`config.mk`:
```
export PLATFORM = sky130hd
export DESIGN_NAME = jlr_dsu
export DESIGN_NICKNAME = d
export VERILOG_FILES = /design/src/rtl/core/jlr_pkg.sv /design/src/rtl/core/jlr_dsu.sv
export SDC_FILE = /design/constraint.sdc
export NUM_CORES = 1
export LEC_CHECK = 0
export BUFFER_PORTS_ARGS = -buffer_cell sky130_fd_sc_hd__buf_4
export CORE_MARGIN = 1
export CORE_UTILIZATION = 40
export CTS_BUF_LIST = sky130_fd_sc_hd__clkbuf_16
export DETAILED_ROUTE_END_ITERATION = 16
export MAX_ROUTING_LAYER = met4
export PLACE_DENSITY = 0.58
export SLEW_MARGIN = 20
export SYNTH_ARGS = -nofsm -noshare
export SYNTH_HDL_FRONTEND = slang
export SYNTH_SLANG_ARGS = --single-unit
```
`constraint.sdc`:
```
create_clock -name i_clk -period 5.5 [get_ports i_clk]
set_input_delay 0.55 -clock i_clk [delete_from_list [all_inputs] [get_ports i_clk]]
set_output_delay 0.55 -clock i_clk [all_outputs]
set_load 0.05 [all_outputs]
```
`src/rtl/core/jlr_pkg.sv`:
```
`default_nettype none
package jlr_pkg;

    localparam int QW       = 32;          // Q16.16 value width
    localparam int NW       = 58;          // numerator width of the shared unit
    localparam int DW       = 33;          // divisor width
    localparam int CW       = 6;           // step counter width
    localparam int DivSteps = NW;
    localparam int SqrSteps = 24;

    typedef enum logic [1:0] {
        CFG_RISE_RATE  = 2'd0,
        CFG_FALL_RATE  = 2'd1,
        CFG_RISE_ACCEL = 2'd2,
        CFG_FALL_ACCEL = 2'd3
    } t_cfg_idx;

    typedef struct packed {
        logic          start;
        logic          sqrt_mode;
        logic [NW-1:0] num;
        logic [DW-1:0] den;
    } t_dsu_req;

    typedef struct packed {
        logic          done;
        logic [NW-1:0] quo;
    } t_dsu_rsp;

    function automatic logic signed [QW-1:0] f_sat33(input logic signed [QW:0] v);
        if (v[QW] != v[QW-1]) begin
            return v[QW] ? {1'b1, {(QW-1){1'b0}}} : {1'b0, {(QW-1){1'b1}}};
        end
        return v[QW-1:0];
    endfunction

    function automatic logic signed [QW-1:0] f_sat66(input logic signed [65:0] v);
        if (v[65:QW-1] != {(67-QW){v[65]}}) begin
            return v[65] ? {1'b1, {(QW-1){1'b0}}} : {1'b0, {(QW-1){1'b1}}};
        end
        return v[QW-1:0];
    endfunction

    // arithmetic shift that rounds toward zero
    function automatic logic signed [65:0] f_trunc_shift(input logic signed [65:0] p,
                                                          input int sh);
        logic signed [65:0] bias;
        bias = p[65] ? ((66'sd1 <<< sh) - 66'sd1) : '0;
        return (p + bias) >>> sh;
    endfunction

    function automatic logic [QW:0] f_abs33(input logic signed [QW:0] v);
        return v[QW] ? (QW+1)'(0) - v : v;
    endfunction

    // signed, saturated value from sign and magnitude
    function automatic logic signed [QW-1:0] f_sat_mag(input logic neg,
                                                       input logic [NW-1:0] q);
        if (!neg) begin
            return (q > NW'(32'h7FFF_FFFF)) ? {1'b0, {(QW-1){1'b1}}} : q[QW-1:0];
        end
        return (q > NW'(32'h8000_0000)) ? {1'b1, {(QW-1){1'b0}}} : QW'(0) - q[QW-1:0];
    endfunction

endpackage
`default_nettype wire

```
`src/rtl/core/jlr_dsu.sv`:
```
`default_nettype none
module jlr_dsu (
    input  wire logic             i_clk,
    input  wire logic             i_rst_n,
    input  wire jlr_pkg::t_dsu_req i_req,
    output jlr_pkg::t_dsu_rsp     o_rsp
);
    import jlr_pkg::*;

    logic [NW-1:0] r_num;
    logic [DW-1:0] r_den;
    logic [DW:0]   r_rem;
    logic [NW-1:0] r_quo;
    logic [CW-1:0] r_cnt;
    logic          r_sqrt;
    logic          r_busy;
    logic          r_done;

    logic [DW:0] rem_sh;
    logic [DW:0] trial;
    logic        ge;

    // one restoring step: bring down one numerator bit (two for the root)
    always_comb begin
        if (r_sqrt) begin
            rem_sh = {r_rem[DW-2:0], r_num[NW-1:NW-2]};
            trial  = {r_quo[DW-2:0], 2'b01};
        end else begin
            rem_sh = {r_rem[DW-1:0], r_num[NW-1]};
            trial  = {1'b0, r_den};
        end
        ge = (rem_sh >= trial);
    end

    always_ff @(posedge i_clk) begin
        if (!i_rst_n) begin
            r_busy <= 1'b0;
            r_done <= 1'b0;
            r_cnt  <= '0;
        end else begin
            r_done <= !i_req.start && r_busy && (r_cnt == CW'(1));
            if (i_req.start) begin
                r_num  <= i_req.num;
                r_den  <= i_req.den;
                r_rem  <= '0;
                r_quo  <= '0;
                r_sqrt <= i_req.sqrt_mode;
                r_cnt  <= i_req.sqrt_mode ? CW'(SqrSteps) : CW'(DivSteps);
                r_busy <= 1'b1;
            end else if (r_busy) begin
                r_rem <= ge ? rem_sh - trial : rem_sh;
                r_num <= r_sqrt ? {r_num[NW-3:0], 2'b00} : {r_num[NW-2:0], 1'b0};
                r_quo <= {r_quo[NW-2:0], ge};
                r_cnt <= r_cnt - CW'(1);
                if (r_cnt == CW'(1)) begin
                    r_busy <= 1'b0;
                end
            end
        end
    end

    assign o_rsp.done = r_done;
    assign o_rsp.quo  = r_quo;

endmodule
`default_nettype wire
```
==> results.md <==
- Vias in the first global route: 6833
- Layout cell share with drive strength beyond 1: 0.233
- Maximum Capacitance Violations: 0
- Top post-synthesis cells by count: edfxtp_1 (183), mux2i_1 (98), nand2_1 (80), o21ai_0 (69), nor2b_1 (68)
- Core Util, Final: 0.485
- EDFF count, synth: 183
- Setup WS post-layout: 1.29 ns
- Tcrit/Tclk final: 0.765
- Yosys top cell by area: edfxtp_1
- Post-synth cell types: 67
- Setup Buffers After CTS: 0
- Placed cell areas: 0.0119 mm²
- GRT Total Usage: 0.173
- CTS tree: done
- I/O pin count: 154
- Cell chain of the critical path: buf_12 -> mux2_2 -> ha_1 -> a21o_1 -> a21oi_1 -> nor2_1 -> a311o_1 -> nor3b_2 -> o21ba_2 -> buf_4 -> nor3_1 -> a21oi_1 -> nor2_1
- Fill count: 2391
- Mapped Avg Cell Area: 11.7 µm²
- Worst Setup End Kind: flop
- Skew final: 0.0146 ns
- Initial antenna violation count: 0
- Peak supply drop: 0.193 mV
- Dominant cell by count in the synthesized netlist: edfxtp_1
- First-pass GRT wire length: 35400 µm
- Die ar.: 0.0270 mm²
- Post_cts resized: 0
- Clock latency on the worst-skew pair: 0.44 ns
- PortBufs: 153
- Initial Util: 0.407
- Critical Path Max Stage Delay: 0.62 ns
- YS warnings: 0
- Power Density: 341 mW/mm²
- CP Data Required Time: 5.66 ns
- Pin count of the biggest net entering global routing: 117
- Cells after synthesis: 903
- Starting DRT DRC Count: 451
- RSZ-0062 raised after global routing: no
- Endpoints failing hold: 0
- Vias per std cell: 5.16
- # diodes: 0
- F_max: 238 MHz
- NumNets Final: 1160
- Cell area after layout: 0.0126 mm²
- Clock slew at reported path FFs: 0.08 ns
- Register area share after synthesis: 0.537
- Row count: 59
- Slew HR: 0.370
- Final min period: 4.21 ns
- Least-Margin Pin Slew: 0.945 ns
- Max clock buf depth: 2
- Slowest CP cell: o21ba_2
- Core Area: 0.0259 mm²
- Post-synth top area share: 0.522
- Sum of negative setup slack: 0 ns
- DP Cell Count: 1344
- Detailed Place HPWL: 14900 µm
- Post-synth ARST share: 0
- Max-slew violation count: 0
- Most used DFF post-synth: edfxtp_1
- Startpoint type of the worst setup path: flop
- Global placer's final weighted congestion: 0.828
- CP startpoint: r_sqrt
- Area growth syn-to-layout: 19.4%
- Outcome: finished, final reports clean
- Routed via count: 7100
- H-tree depth: 4
- Total congestion overflow: 0
- Maximum fanout along the worst path: 85
- CP Class: reg2reg
- CTS Root Buffer Type: clkbuf_16
- Routed len/inst: 16.3 µm
- R2R Path Start: r_sqrt
- Chip Height: 164 µm
- Top cells by area, synth: edfxtp_1 (52%), mux2i_1 (9.3%), ha_1 (4.3%)
- Register bit total from synthesis: 191
- Endpoints failing setup: 0
- Leakage: 5.08 nW
- Worst hold path type: in2reg
- Hold Crit Start: i_req[17]
- First-pass DRT Iterations: 4
- Hold Buf Count CTS: 0
- Drt drc: 0
- Mapped cell area: 0.0105 mm²
- Final ANT Viol Nets: 0
- Crit path DAT: 4.37 ns
- Clock sinks: 191
- Final wirelength: 22500 µm
- Synthesized Nets: 1035
- CTS Buf Count: 17
- Post-route insts no fill: 1376
- Pre-CTS WS: 1.32 ns
- Die Span X: 164 µm
-- through the flow --
step | total power [mW] | hold slack [ns]
2_1_floorplan | 2.73 | 0.525
3_3_place_gp | 2.99 | 0.545
3_5_place_dp | 3.00 | 0.554
4_1_cts | 4.33 | 0.262
5_1_grt | 4.51 | 0.263
6_report | 4.29 | 0.276
-- final cells by class --
| cell class | count | area (µm²) | area share |
|---|---|---|---|
| clock buffer | 17 | 425 | 0.0338 |
| clock inverter | 15 | 215 | 0.0171 |
| inverter | 10 | 37.5 | 0.00298 |
| multi-input combinational | 649 | 4600 | 0.366 |
| sequential | 191 | 5660 | 0.450 |
| tap | 335 | 419 | 0.0333 |
| timing repair buffer | 159 | 1220 | 0.0972 |
-- cells in the final DEF (no fill, tap or decap), types with 13 or more instances in the layout --
cell	n
clkbuf_16	17
mux2_2	32
nand2_1	80
nor2_1	60
a21oi_1	43
mux2i_1	98
o21ai_0	69
a21o_1	15
xor2_1	13
ha_1	36
edfxtp_1	183
xnor2_1	19
nor2b_1	68
buf_4	156
-- flip-flops by register name, summed over array words and instances, names as in the netlist --
name	count
r_rem	33
r_sqrt	1
r_cnt	6
r_num	58
r_quo	58
r_done	1
r_busy	1
r_den	33
-- cell families after synthesis --
kind of cell,synth area share
buf+inv,0.0271
mux,0.129
flops,0.537
compound gates,0.110
fa+ha+maj,0.0447
xor+xnor,0.0266
simple gates,0.126
-- layer usage --
layer / vias to the layer above / GRT usage / part of all wire
met3: 17 / 0.0212 / 0.034
met2: 138 / 0.258 / 0.45
met1: 3383 / 0.246 / 0.51
li1: 3562 / - / -
met5: - / - / 0
met4: 0 / 0.0530 / 0.0097
-- critical path, delay by kind of cell (launching register included) --
kind	cells	cell delay, ns
and+or+nand+nor	4	0.47
adders and majority gates	1	0.40
DFF	1	0.38
AOI/OAI and AO/OA	5	1.45
muxes	1	0.41
buffers and inverters	2	0.79
-- final timing paths --
check | to | slack, ns | depth (start not counted)
setup / recovery | r_rem[2] | 1.29 | 13
hold reg to reg | r_quo[54] | 0.56 | 1
hold / removal | r_den[17] | 0.28 | 1
setup reg to reg | r_rem[2] | 1.29 | 13
-- report_power, final --
| group | internal [mW] | switching [mW] |
|---|---|---|
| logic | 0.486 | 0.674 |
| clock network | 0.668 | 0.658 |
| registers | 1.74 | 0.0582 |
| total | 2.90 | 1.39 |
(Power assumes the default switching activity.)
